## config.mk

```make
export PLATFORM = sky130hd
export DESIGN_NAME = steiner_topology_from_split_vector
export DESIGN_NICKNAME = d
export VERILOG_FILES = /design/src/stv_pkg.sv /design/src/stv_ctrl.sv /design/src/stv_dpath.sv /design/src/steiner_topology_from_split_vector.sv
export SDC_FILE = /design/constraint.sdc
export NUM_CORES = 2
export LEC_CHECK = 0
export BUFFER_PORTS_ARGS = -buffer_cell sky130_fd_sc_hd__buf_2
export CORE_ASPECT_RATIO = 1.5
export CORE_MARGIN = 2
export CORE_UTILIZATION = 50
export CTS_CLUSTER_SIZE = 8
export DETAILED_ROUTE_END_ITERATION = 12
export PLACE_DENSITY = 0.65
export SKIP_CTS_REPAIR_TIMING = 1
export SLEW_MARGIN = 20
export SYNTH_ARGS = -nofsm -noshare
export SYNTH_HDL_FRONTEND = slang
export SYNTH_SLANG_ARGS = --single-unit
```

## constraint.sdc

```tcl
create_clock -name clk_i -period 6.4 [get_ports clk_i]
set_input_delay 0.32 -clock clk_i [delete_from_list [all_inputs] [get_ports clk_i]]
set_output_delay 0.32 -clock clk_i [all_outputs]
set_load 0.005 [all_outputs]
```

## src/stv_pkg.sv

```systemverilog
// ----------------------------------------------------------------------------
// stv_pkg
// Shared types and constants of the Steiner topology decoder: store depths,
// field types and the command and status words between controller and
// datapath.
// ----------------------------------------------------------------------------
`default_nettype none

package stv_pkg;

  // store depths
  localparam int unsigned SplitSlots   = 29;
  localparam int unsigned EdgeSlots    = 61;
  localparam int unsigned SteinerSlots = 30;

  // first path levels that seed the three root edges
  localparam logic [4:0] SeedLevelMax = 5'd2;
  localparam logic [4:0] SplitLevelMin = 5'd3;
  localparam logic [5:0] SeedEdges    = 6'd3;

  // site count register
  localparam logic [5:0] SiteCountReset = 6'd32;
  localparam logic [5:0] MinSites       = 6'd3;

  // a Steiner point has three neighbours
  localparam logic [1:0] FillMax = 2'd3;

  typedef logic [5:0] vid_t;   // vertex id, also edge index
  typedef logic [4:0] lvl_t;   // path level, Steiner row

  // commands from the controller, at most one per cycle
  typedef struct packed {
    logic load;        // take an input word
    logic path_rd;     // fetch first split step
    logic build_a;     // read split edge, write first new edge
    logic build_b;     // retarget split edge, write start of the other new edge
    logic build_c;     // finish the other new edge, fetch next split step
    logic walk_init;   // clear neighbour counts, fetch edge 0
    logic place_a;     // place far end at first end
    logic place_b;     // place first end at far end, fetch next edge
    logic emit_rd;     // fetch neighbour row
    logic emit_load;   // load output register
  } cmd_t;

  // status back to the controller
  typedef struct packed {
    logic start_run;   // input word is a last item deep enough to decode
    logic no_steps;    // path has no split levels
    logic build_last;  // current split step is the last one
    logic walk_last;   // current edge is the last one
    logic emit_last;   // current row is the last one
    logic out_free;    // output register can take a word
  } status_t;

endpackage

`default_nettype wire

```

## src/stv_ctrl.sv

```systemverilog
// ----------------------------------------------------------------------------
// stv_ctrl
// Sequencer of the decoder: loads path words, then steps the edge build,
// the edge list walk and the row emission through the datapath.
// ----------------------------------------------------------------------------
`default_nettype none

module stv_ctrl (
  input  logic             clk_i,
  input  logic             rst_ni,
  input  logic             in_valid_i,
  output logic             in_stall_o,
  input  stv_pkg::status_t status_i,
  output stv_pkg::cmd_t    cmd_o
);

  typedef enum logic [9:0] {
    ST_IDLE    = 10'b00_0000_0001,
    ST_PATH    = 10'b00_0000_0010,
    ST_SPLIT   = 10'b00_0000_0100,
    ST_LINK    = 10'b00_0000_1000,
    ST_TAIL    = 10'b00_0001_0000,
    ST_CLEAR   = 10'b00_0010_0000,
    ST_PLACE_A = 10'b00_0100_0000,
    ST_PLACE_B = 10'b00_1000_0000,
    ST_FETCH   = 10'b01_0000_0000,
    ST_SEND    = 10'b10_0000_0000
  } state_e;

  state_e state_q, state_d;

  // state register
  always_ff @(posedge clk_i or negedge rst_ni) begin
    if (!rst_ni) begin
      state_q <= ST_IDLE;
    end else begin
      state_q <= state_d;
    end
  end

  // input side only open while idle
  assign in_stall_o = (state_q != ST_IDLE);

  // next state and commands
  always_comb begin
    state_d = state_q;
    cmd_o   = '0;
    unique case (state_q)
      ST_IDLE: begin
        if (in_valid_i) begin
          cmd_o.load = 1'b1;
          if (status_i.start_run) begin
            state_d = status_i.no_steps ? ST_CLEAR : ST_PATH;
          end
        end
      end
      ST_PATH: begin
        cmd_o.path_rd = 1'b1;
        state_d       = ST_SPLIT;
      end
      ST_SPLIT: begin
        cmd_o.build_a = 1'b1;
        state_d       = ST_LINK;
      end
      ST_LINK: begin
        cmd_o.build_b = 1'b1;
        state_d       = ST_TAIL;
      end
      ST_TAIL: begin
        cmd_o.build_c = 1'b1;
        state_d       = status_i.build_last ? ST_CLEAR : ST_SPLIT;
      end
      ST_CLEAR: begin
        cmd_o.walk_init = 1'b1;
        state_d         = ST_PLACE_A;
      end
      ST_PLACE_A: begin
        cmd_o.place_a = 1'b1;
        state_d       = ST_PLACE_B;
      end
      ST_PLACE_B: begin
        cmd_o.place_b = 1'b1;
        state_d       = status_i.walk_last ? ST_FETCH : ST_PLACE_A;
      end
      ST_FETCH: begin
        cmd_o.emit_rd = 1'b1;
        state_d       = ST_SEND;
      end
      ST_SEND: begin
        if (status_i.out_free) begin
          cmd_o.emit_load = 1'b1;
          state_d         = status_i.emit_last ? ST_IDLE : ST_FETCH;
        end
      end
      default: begin
        state_d = ST_IDLE;
      end
    endcase
  end

endmodule

`default_nettype wire

```

## src/stv_dpath.sv

```systemverilog
// ----------------------------------------------------------------------------
// stv_dpath
// Datapath of the decoder: site count register, path store, edge list,
// neighbour counts and rows, run counters and the output register.
// ----------------------------------------------------------------------------
`default_nettype none

module stv_dpath #(
  parameter int unsigned MAX_SITES = 32
) (
  input  logic             clk_i,
  input  logic             rst_ni,
  input  logic             cfg_we_i,
  input  logic [5:0]       cfg_wdata_i,
  input  logic [4:0]       level_i,
  input  logic [5:0]       edge_split_i,
  input  logic [4:0]       site_i,
  input  logic             last_item_i,
  input  stv_pkg::cmd_t    cmd_i,
  output stv_pkg::status_t status_o,
  input  logic             out_stall_i,
  output logic             out_valid_o,
  output logic [4:0]       steiner_index_o,
  output logic [5:0]       neighbour_a_o,
  output logic [5:0]       neighbour_b_o,
  output logic [5:0]       neighbour_c_o,
  output logic [4:0]       steiner_total_o,
  output logic             last_result_o
);

  localparam logic [5:0] MaxSites = 6'(MAX_SITES);

  // site count register and clamped site count
  logic [5:0]    site_count_q;
  stv_pkg::vid_t n_eff;

  always_ff @(posedge clk_i or negedge rst_ni) begin
    if (!rst_ni) begin
      site_count_q <= stv_pkg::SiteCountReset;
    end else if (cfg_we_i) begin
      site_count_q <= cfg_wdata_i;
    end
  end

  always_comb begin
    if (site_count_q < stv_pkg::MinSites) begin
      n_eff = stv_pkg::MinSites;
    end else if (site_count_q > MaxSites) begin
      n_eff = MaxSites;
    end else begin
      n_eff = site_count_q;
    end
  end

  // run counters
  stv_pkg::lvl_t total_q;     // Steiner points of this run
  stv_pkg::lvl_t steps_m1_q;  // split steps minus one
  stv_pkg::lvl_t step_q;      // current split step
  stv_pkg::vid_t edges_q;     // edges built so far
  stv_pkg::vid_t walk_q;      // edge under walk
  stv_pkg::lvl_t row_q;       // row under emission
  stv_pkg::vid_t split_q;     // saturated split edge of this step

  logic seed_lvl;
  logic start_run;

  assign seed_lvl  = (level_i <= stv_pkg::SeedLevelMax);
  assign start_run = last_item_i && (level_i >= stv_pkg::SeedLevelMax);

  always_ff @(posedge clk_i or negedge rst_ni) begin
    if (!rst_ni) begin
      total_q    <= '0;
      steps_m1_q <= '0;
      step_q     <= '0;
      edges_q    <= '0;
      walk_q     <= '0;
      row_q      <= '0;
    end else begin
      if (cmd_i.load && start_run) begin
        total_q    <= level_i - 5'd1;
        steps_m1_q <= level_i - stv_pkg::SplitLevelMin;
        step_q     <= '0;
        edges_q    <= stv_pkg::SeedEdges;
      end
      if (cmd_i.build_c) begin
        step_q  <= step_q + 5'd1;
        edges_q <= edges_q + 6'd2;
      end
      if (cmd_i.walk_init) begin
        walk_q <= '0;
        row_q  <= '0;
      end
      if (cmd_i.place_b) begin
        walk_q <= walk_q + 6'd1;
      end
      if (cmd_i.emit_load) begin
        row_q <= row_q + 5'd1;
      end
    end
  end

  // path store: split edge and site of levels from three on
  logic [5:0]    split_mem [stv_pkg::SplitSlots];
  logic [4:0]    site_mem  [stv_pkg::SplitSlots];
  logic [5:0]    split_rd_q;
  logic [4:0]    site_rd_q;
  logic          path_re;
  stv_pkg::lvl_t path_raddr;
  stv_pkg::lvl_t path_waddr;

  assign path_waddr = level_i - stv_pkg::SplitLevelMin;
  assign path_re    = cmd_i.path_rd || (cmd_i.build_c && !status_o.build_last);
  assign path_raddr = cmd_i.build_c ? (step_q + 5'd1) : step_q;

  always_ff @(posedge clk_i) begin
    if (cmd_i.load && !seed_lvl) begin
      split_mem[path_waddr] <= edge_split_i;
      site_mem[path_waddr]  <= site_i;
    end
    if (path_re) begin
      split_rd_q <= split_mem[path_raddr];
      site_rd_q  <= site_mem[path_raddr];
    end
  end

  // edge list, first and second ends in separate arrays
  stv_pkg::vid_t end0_mem [stv_pkg::EdgeSlots];
  stv_pkg::vid_t end1_mem [stv_pkg::EdgeSlots];
  stv_pkg::vid_t end0_rd_q, end1_rd_q;
  stv_pkg::vid_t steiner_id, edges_p1, split_sat;
  logic          end0_we, end1_we, edge_re;
  stv_pkg::vid_t end0_waddr, end0_wdata, end1_waddr, end1_wdata, edge_raddr;

  assign steiner_id = n_eff + 6'd1 + {1'b0, step_q};
  assign edges_p1   = edges_q + 6'd1;
  assign split_sat  = (split_rd_q >= edges_q) ? (edges_q - 6'd1) : split_rd_q;

  // edge write ports
  always_comb begin
    end0_we    = 1'b0;
    end0_waddr = '0;
    end0_wdata = '0;
    end1_we    = 1'b0;
    end1_waddr = '0;
    end1_wdata = '0;
    if (cmd_i.load && seed_lvl) begin
      end0_we    = 1'b1;
      end0_waddr = 6'(level_i);
      end0_wdata = {1'b0, site_i};
      end1_we    = 1'b1;
      end1_waddr = 6'(level_i);
      end1_wdata = n_eff;
    end else if (cmd_i.build_a) begin
      end0_we    = 1'b1;
      end0_waddr = edges_q;
      end0_wdata = {1'b0, site_rd_q};
      end1_we    = 1'b1;
      end1_waddr = edges_q;
      end1_wdata = steiner_id;
    end else if (cmd_i.build_b) begin
      end0_we    = 1'b1;
      end0_waddr = edges_p1;
      end0_wdata = end1_rd_q;
      end1_we    = 1'b1;
      end1_waddr = split_q;
      end1_wdata = steiner_id;
    end else if (cmd_i.build_c) begin
      end1_we    = 1'b1;
      end1_waddr = edges_p1;
      end1_wdata = steiner_id;
    end
  end

  // edge read port, shared by build and walk
  always_comb begin
    edge_re    = 1'b0;
    edge_raddr = '0;
    if (cmd_i.build_a) begin
      edge_re    = 1'b1;
      edge_raddr = split_sat;
    end else if (cmd_i.walk_init) begin
      edge_re    = 1'b1;
      edge_raddr = '0;
    end else if (cmd_i.place_b && !status_o.walk_last) begin
      edge_re    = 1'b1;
      edge_raddr = walk_q + 6'd1;
    end
  end

  always_ff @(posedge clk_i) begin
    if (end0_we) begin
      end0_mem[end0_waddr] <= end0_wdata;
    end
    if (end1_we) begin
      end1_mem[end1_waddr] <= end1_wdata;
    end
    if (edge_re) begin
      end0_rd_q <= end0_mem[edge_raddr];
      end1_rd_q <= end1_mem[edge_raddr];
    end
    if (cmd_i.build_a) begin
      split_q <= split_sat;
    end
  end

  // neighbour placement
  logic [1:0]    fill_q [stv_pkg::SteinerSlots];
  stv_pkg::vid_t vertex, other, row_full;
  stv_pkg::lvl_t fill_idx;
  logic [1:0]    fill_cur;
  logic          place_ok;

  always_comb begin
    vertex   = cmd_i.place_a ? end0_rd_q : end1_rd_q;
    other    = cmd_i.place_a ? end1_rd_q : end0_rd_q;
    row_full = vertex - n_eff;
    fill_idx = cmd_i.emit_load ? row_q : row_full[4:0];
    fill_cur = (fill_idx < 5'(stv_pkg::SteinerSlots)) ? fill_q[fill_idx] : '0;
    place_ok = (cmd_i.place_a || cmd_i.place_b) && (vertex >= n_eff) &&
               (row_full < 6'(stv_pkg::SteinerSlots)) && (fill_cur != stv_pkg::FillMax);
  end

  // neighbour counts, cleared at the start of every walk
  always_ff @(posedge clk_i or negedge rst_ni) begin
    if (!rst_ni) begin
      for (int r = 0; r < stv_pkg::SteinerSlots; r++) begin
        fill_q[r] <= '0;
      end
    end else if (cmd_i.walk_init) begin
      for (int r = 0; r < stv_pkg::SteinerSlots; r++) begin
        fill_q[r] <= '0;
      end
    end else if (place_ok) begin
      fill_q[row_full[4:0]] <= fill_cur + 2'd1;
    end
  end

  // neighbour rows, one array per slot
  stv_pkg::vid_t slot_a_mem [stv_pkg::SteinerSlots];
  stv_pkg::vid_t slot_b_mem [stv_pkg::SteinerSlots];
  stv_pkg::vid_t slot_c_mem [stv_pkg::SteinerSlots];
  stv_pkg::vid_t slot_a_rd_q, slot_b_rd_q, slot_c_rd_q;

  always_ff @(posedge clk_i) begin
    if (place_ok) begin
      case (fill_cur)
        2'd0:    slot_a_mem[row_full[4:0]] <= other;
        2'd1:    slot_b_mem[row_full[4:0]] <= other;
        default: slot_c_mem[row_full[4:0]] <= other;
      endcase
    end
    if (cmd_i.emit_rd) begin
      slot_a_rd_q <= slot_a_mem[row_q];
      slot_b_rd_q <= slot_b_mem[row_q];
      slot_c_rd_q <= slot_c_mem[row_q];
    end
  end

  // output register
  logic          out_valid_q;
  stv_pkg::lvl_t out_index_q, out_total_q;
  stv_pkg::vid_t out_a_q, out_b_q, out_c_q;
  logic          out_last_q;

  always_ff @(posedge clk_i or negedge rst_ni) begin
    if (!rst_ni) begin
      out_valid_q <= 1'b0;
    end else if (cmd_i.emit_load) begin
      out_valid_q <= 1'b1;
    end else if (!out_stall_i) begin
      out_valid_q <= 1'b0;
    end
  end

  // slots never filled in this run read zero
  always_ff @(posedge clk_i) begin
    if (cmd_i.emit_load) begin
      out_index_q <= row_q;
      out_a_q     <= (fill_cur >= 2'd1) ? slot_a_rd_q : '0;
      out_b_q     <= (fill_cur >= 2'd2) ? slot_b_rd_q : '0;
      out_c_q     <= (fill_cur == stv_pkg::FillMax) ? slot_c_rd_q : '0;
      out_total_q <= total_q;
      out_last_q  <= status_o.emit_last;
    end
  end

  assign out_valid_o     = out_valid_q;
  assign steiner_index_o = out_index_q;
  assign neighbour_a_o   = out_a_q;
  assign neighbour_b_o   = out_b_q;
  assign neighbour_c_o   = out_c_q;
  assign steiner_total_o = out_total_q;
  assign last_result_o   = out_last_q;

  // status
  assign status_o.start_run  = start_run;
  assign status_o.no_steps   = (level_i == stv_pkg::SeedLevelMax);
  assign status_o.build_last = (step_q == steps_m1_q);
  assign status_o.walk_last  = (walk_q == (edges_q - 6'd1));
  assign status_o.emit_last  = (row_q == (total_q - 5'd1));
  assign status_o.out_free   = !out_valid_q || !out_stall_i;

endmodule

`default_nettype wire

```

## src/steiner_topology_from_split_vector.sv

```systemverilog
// ----------------------------------------------------------------------------
// steiner_topology_from_split_vector
// Rebuilds a full Steiner topology from one enumeration path and gives the
// three neighbours of every Steiner point.
//
//   channel  direction  handshake                 word
//   cfg      in         cfg_we_i                  site count
//   in       in         in_valid_i / in_stall_o   one path level
//   out      out        out_valid_o / out_stall_i one Steiner point row
//
// A last word at depth L (L >= 2) starts a run: the edge list is built split
// step by split step, then walked edge by edge, then one row is emitted per
// Steiner point, with output stalls holding the emission. The walk places
// both ends of every edge one after the other into the neighbour rows, one
// write a cycle. The input is stalled during a run and open again once the
// last row sits in the output register.
// Reset sets the site count to 32 and clears the neighbour counts; the
// stores hold nothing meaningful until written.
// ----------------------------------------------------------------------------
`default_nettype none

module steiner_topology_from_split_vector #(
  parameter int unsigned MAX_SITES = 32
) (
  input  logic       clk_i,
  input  logic       rst_ni,
  input  logic       cfg_we_i,
  input  logic [5:0] cfg_wdata_i,
  input  logic       in_valid_i,
  output logic       in_stall_o,
  input  logic [4:0] level_i,
  input  logic [5:0] edge_split_i,
  input  logic [4:0] site_i,
  input  logic       last_item_i,
  output logic       out_valid_o,
  input  logic       out_stall_i,
  output logic [4:0] steiner_index_o,
  output logic [5:0] neighbour_a_o,
  output logic [5:0] neighbour_b_o,
  output logic [5:0] neighbour_c_o,
  output logic [4:0] steiner_total_o,
  output logic       last_result_o
);

  stv_pkg::cmd_t    cmd;
  stv_pkg::status_t status;

  // sequencer
  stv_ctrl u_ctrl (
    .clk_i      (clk_i),
    .rst_ni     (rst_ni),
    .in_valid_i (in_valid_i),
    .in_stall_o (in_stall_o),
    .status_i   (status),
    .cmd_o      (cmd)
  );

  // stores, counters and output register
  stv_dpath #(
    .MAX_SITES (MAX_SITES)
  ) u_dpath (
    .clk_i           (clk_i),
    .rst_ni          (rst_ni),
    .cfg_we_i        (cfg_we_i),
    .cfg_wdata_i     (cfg_wdata_i),
    .level_i         (level_i),
    .edge_split_i    (edge_split_i),
    .site_i          (site_i),
    .last_item_i     (last_item_i),
    .cmd_i           (cmd),
    .status_o        (status),
    .out_stall_i     (out_stall_i),
    .out_valid_o     (out_valid_o),
    .steiner_index_o (steiner_index_o),
    .neighbour_a_o   (neighbour_a_o),
    .neighbour_b_o   (neighbour_b_o),
    .neighbour_c_o   (neighbour_c_o),
    .steiner_total_o (steiner_total_o),
    .last_result_o   (last_result_o)
  );

`ifndef ASSERT_OFF
  // a word that starts a run closes the input side
  assert property (@(posedge clk_i) disable iff (!rst_ni)
    (in_valid_i && !in_stall_o && last_item_i && (level_i >= 5'd2)) |=> in_stall_o)
    else $error("input not stalled after run start");

  // the last row carries the highest Steiner index
  assert property (@(posedge clk_i) disable iff (!rst_ni)
    (out_valid_o && last_result_o) |-> (steiner_index_o == (steiner_total_o - 5'd1)))
    else $error("last row index does not match total");

  // the sequencer issues at most one command per cycle
  assert property (@(posedge clk_i) disable iff (!rst_ni)
    $onehot0(cmd))
    else $error("more than one datapath command");
`endif

endmodule

`default_nettype wire

```

==> impl.org <==
** Placement
- Cell count after placement :: between 6000 and 7000
- Once detailed placement completed, the half-perimeter wirelength came to 118000 µm.
- Final Wtd Congestion :: around 0.86
- Count of input and output buffers :: 58
- Place WS :: -0.344 ns

** Logic synthesis
- Simple-gate area share of the yosys netlist :: 0.0810
- In this run the mean area of a mapped cell was between 15 and 20 µm².
- Number of flops mapped to enable cells by yosys :: 1667
- Netlist cell types :: between 80 and 90
- Synth Flop Type :: edfxtp_1
- Top area cells in the synthesized netlist :: edfxtp_1 (69%), mux4_2 (8.2%), nand2_1 (3.7%), dfrtp_1 (3.7%), mux2i_1 (1.9%)
- Number of instances in the synthesized netlist :: ~4500
- Of the total synthesized cell area, the portion taken by XOR and XNOR cells is 0.00576.
- The fraction of the mapped netlist area in compound gates is 0.0508.
- The share of synthesized area in the top cell type comes to 0.692.
- Netlist area before placement :: around 72000 µm²
- YS warnings :: 0
- Of the total synthesized cell area, the portion taken by full adders, half adders and majority gates is 0.00695.
- Largest family of logic cells by synthesized area :: multiplexers
- Area leader, netlist :: edfxtp_1
- Sequential element share of the synthesized area :: 0.729
- Proportion of register bits with asynchronous set or reset after synthesis :: 0.0608
- Post-synthesis net count :: ~4600
- Share of synthesized area spent on multiplexers :: 0.109
- Post-synthesis sequential element count :: about 1800

** Layout
- Finished Core Util :: 0.570
- Leading cell type in the layout, fill and taps excluded :: edfxtp_1
- Layout Cells excl Fill :: 6703
- Number of nets in the layout :: around 4800
- In the layout the commonest cells are edfxtp_1 (1667), nand2_1 (711), nor2_1 (281).
- Across the whole layout, storage elements account for between 50000 and 60000 µm².
- Footprint of the multi-input gates :: between 15000 and 20000 µm²
- Counting the fill cells in the layout gives around 11000.
- Fraction of final layout cells sized beyond drive strength 1 :: 0.181
- The area growth from synthesis to layout is 13.7%.

** Global route
- Across every metal layer, demand over resource in global routing totals 0.251.
- The initial antenna violation count came to 5.
- The number of global-route vias before repair was 41700.
- Wire length of the first global-routing pass :: between 200000 and 300000 µm
- Global route overflow :: 0
- Entering global routing, the biggest net connects just under 80 pins.

** Min path
- Worst min-delay path startpoint :: edge_split_i[3]
- Hold-critical path endpoint :: u_dpath.split_mem[19][3]$_DFFE_PP_
- Along the worst hold path, the cell count comes to 1.
- The worst hold path belongs to the class input port to flip-flop.

** Setup path
- Reg2reg setup slack :: between 0.3 and 0.4 ns
- STA classifies the critical path startpoint as a flip-flop.
- Buffering stage count on the worst path with inverters included :: 3
- The critical path goes through nor3_2, nand3_1, buf_4, mux2i_1, ha_1, fa_1, xor2_1, a21oi_1, a21oi_1, mux4_2, mux2i_1, o22ai_1, a31oi_1, inv_1, ha_1, a21oi_1, o21ai_0, a21oi_1, nor3b_4, nand3_1, buf_4, nor2_1.
- Reg2reg start :: u_ctrl.state_q[4]$_DFFE_PN0P_
- The number of cells on the worst reg-to-reg path is 22.
- Worst Path Class, Setup :: flip-flop to flip-flop
- Worst Path Required :: approximately 6.9 ns
- At the worst endpoint, the arrival time is between 6 and 7 ns.
- In this run the worst path has a maximum fanout of 14.
- Crit path max-delay cell type :: fa_1
- In this design, the largest share of critical-path delay is due to simple AND/OR/NAND/NOR gates.
- For this run, the slowest stage of the critical path takes between 0.5 and 0.6 ns.
- Most frequent cell on the critical path :: a21oi_1
- Crit end category :: flip-flop
- Destination of the worst register-to-register timing path :: u_dpath.slot_c_mem[20][5]$_DFFE_PP_

** Clocking
- Root Driver :: clkbuf_16
- The clock drives approximately 1800 sinks.
- Depth of the CTS H-tree :: 4
- The number of clock buffers added by TritonCTS is 239.
- Deepest clock path buffer count :: 3
- TritonCTS built the clock tree.
- The later pin in the worst-skew pair is clocked with a latency of 0.86 ns.
- Clock input transition at the sequential cells of the worst setup and hold paths :: approximately 0.060 ns

** Outcome
- The flow ran to the end, and the final reports show no timing, DRC or antenna violations.

** Die
- The floorplan step set the die height to 470 µm.
- Initial core utilization :: 0.502
- Die W :: roughly 310 µm
- The floorplan has between 150 and 200 rows.
- 59 I/O pins were placed.
- In this run the standard cell core region covers 144000 µm².
- The die covers ~150000 µm².

** Timing
- Achievable Freq :: between 150 and 200 MHz
- Transition time at the pin with the least slew margin :: around 1.2 ns
- The number of pins exceeding their max-slew limit in the final report is 0.
- Setup violations remaining at the end of the flow were counted as 0.
- Headroom to the max-slew limit came out at 0.195.
- Worst setup skew after layout :: approximately 0.047 ns
- In the post-route analysis, the smallest setup slack over all paths is between 0.3 and 0.4 ns.
- Hold is met by around 0.0056 ns.
- Hold violation total from the final report :: 0
- For the finished layout, the period the worst path requires is around 6 ns.
- Setup total negative slack on the finished layout was measured at 0 ns.
- Portion of the clock cycle consumed by the worst path in the final layout :: 0.941

** Pwr
- Power per standard cell area :: 315 nW/µm²
- Standby leakage power :: approximately 27 nW
- Largest vdd supply drop :: around 230 µV

** Detailed routing
- In the routed layout, each cell is associated on average with a via count of a little over 6.
- Number of violations reported at the end of detailed-routing iteration 0 :: between 4000 and 5000
- The detailed router placed between 40000 and 50000 vias in this run.
- Post-detailed-route wirelength per cell :: around 28 µm
- WL final :: approximately 190000 µm
- DRC violations left :: 0
- Count of TritonRoute iterations in the first routing pass :: 6
- The detail route stage leaves a number of antenna-violating nets equal to 0.

** Run
- Max-cap violations in this run came to 0.
[report_power, final]
group,total [mW],internal (mW),switching (mW)
combinational,1.59,0.497,1.09
clock,11.2,6.69,4.54
sequential,13.1,12.9,0.177
[per-layer routing]
metal  vias up  track usage  wire length (µm)
met1     21100        0.301             68400
met3       447       0.0399             10900
met4         6        0.129              9750
met2      1694        0.436             96800
met5         -            0                41
li1      17900            -                 -
[flip-flops by register name, indices dropped and copies added (netlist names), 10 cells and up]
name and cells:
u_dpath.site_mem 145, u_dpath.slot_a_mem 180, u_dpath.split_mem 174, u_dpath.end0_mem 366, u_dpath.end1_mem 366, u_dpath.slot_b_mem 180
u_ctrl.state_q 10, u_dpath.slot_c_mem 180, u_dpath.fill_q 60
[layout make-up]
class,count,share of cell area
flip-flops and latches,1775,0.641
clock buffers,311,0.0762
multi-input cells,2448,0.228
inverters,41,0.00189
clock inverters,13,0.00292
well taps,1903,0.0289
diodes,3,0.0000913
repair buffers,209,0.0209
[worst max path at each step]
stage	startpoint	endpoint	slack, ns	cells after the start
finish	u_ctrl.state_q[4]$_DFFE_PN0P_	u_dpath.slot_c_mem[20][5]$_DFFE_PP_	0.38	22
global route	u_ctrl.state_q[4]$_DFFE_PN0P_	u_dpath.slot_b_mem[26][0]$_DFFE_PP_	-0.007	23
CTS	u_ctrl.state_q[4]$_DFFE_PN0P_	u_dpath.slot_c_mem[17][5]$_DFFE_PP_	-0.42	21
detailed placement	u_ctrl.state_q[4]$_DFFE_PN0P_	u_dpath.slot_c_mem[17][3]$_DFFE_PP_	-0.34	21
global placement	u_ctrl.state_q[4]$_DFFE_PN0P_	u_dpath.slot_c_mem[5][2]$_DFFE_PP_	-0.23	21
floorplan	u_ctrl.state_q[4]$_DFFE_PN0P_	u_dpath.slot_c_mem[0][0]$_DFFE_PP_	0.56	21
[cells in the mapped netlist (all sizes together), types with 24 or more instances]
library cell  count
a221oi           84
nand3           184
a211oi           28
o21ai            67
edfxtp         1667
xnor2            29
clkbuf          170
nor3             33
mux4            265
mux2i           134
a31oi           116
inv              38
a21oi           102
a22oi            38
nor2            321
dfrtp           106
nor2b            24
nand2           722
ha               37
mux2             49
buf              87
[worst register-to-register path, stage by stage (launching register included)]
cell and delay, ns:
dfrtp_1 0.43, nor3_2 0.32, nand3_1 0.17, buf_4 0.23
mux2i_1 0.14, ha_1 0.24, fa_1 0.52, xor2_1 0.25
a21oi_1 0.06, a21oi_1 0.41, mux4_2 0.38, mux2i_1 0.16
o22ai_1 0.10, a31oi_1 0.20, inv_1 0.10, ha_1 0.23
a21oi_1 0.11, o21ai_0 0.10, a21oi_1 0.33, nor3b_4 0.41
nand3_1 0.13, buf_4 0.21, nor2_1 0.44
[cell families after synthesis]
logic type | Yosys count
AO/OA/AOI/OAI | 530
AND/OR/NAND/NOR | 1385
adder cells (fa/ha/maj) | 39
flip-flops | 1775
buffers and inverters | 298
multiplexers | 448
XOR/XNOR | 46
[per-stage QoR]
| stage | cell area (µm²) | power [mW] |
|---|---|---|
| 2_1_floorplan | 72300 | 14.2 |
| 3_3_place_gp | 75400 | 14.8 |
| 3_5_place_dp | 75400 | 14.9 |
| 4_1_cts | 81900 | 26.0 |
| 5_1_grt | 82300 | 26.7 |
| 6_report | 82300 | 25.9 |
No activity file was read; power rests on OpenSTA's default activity.
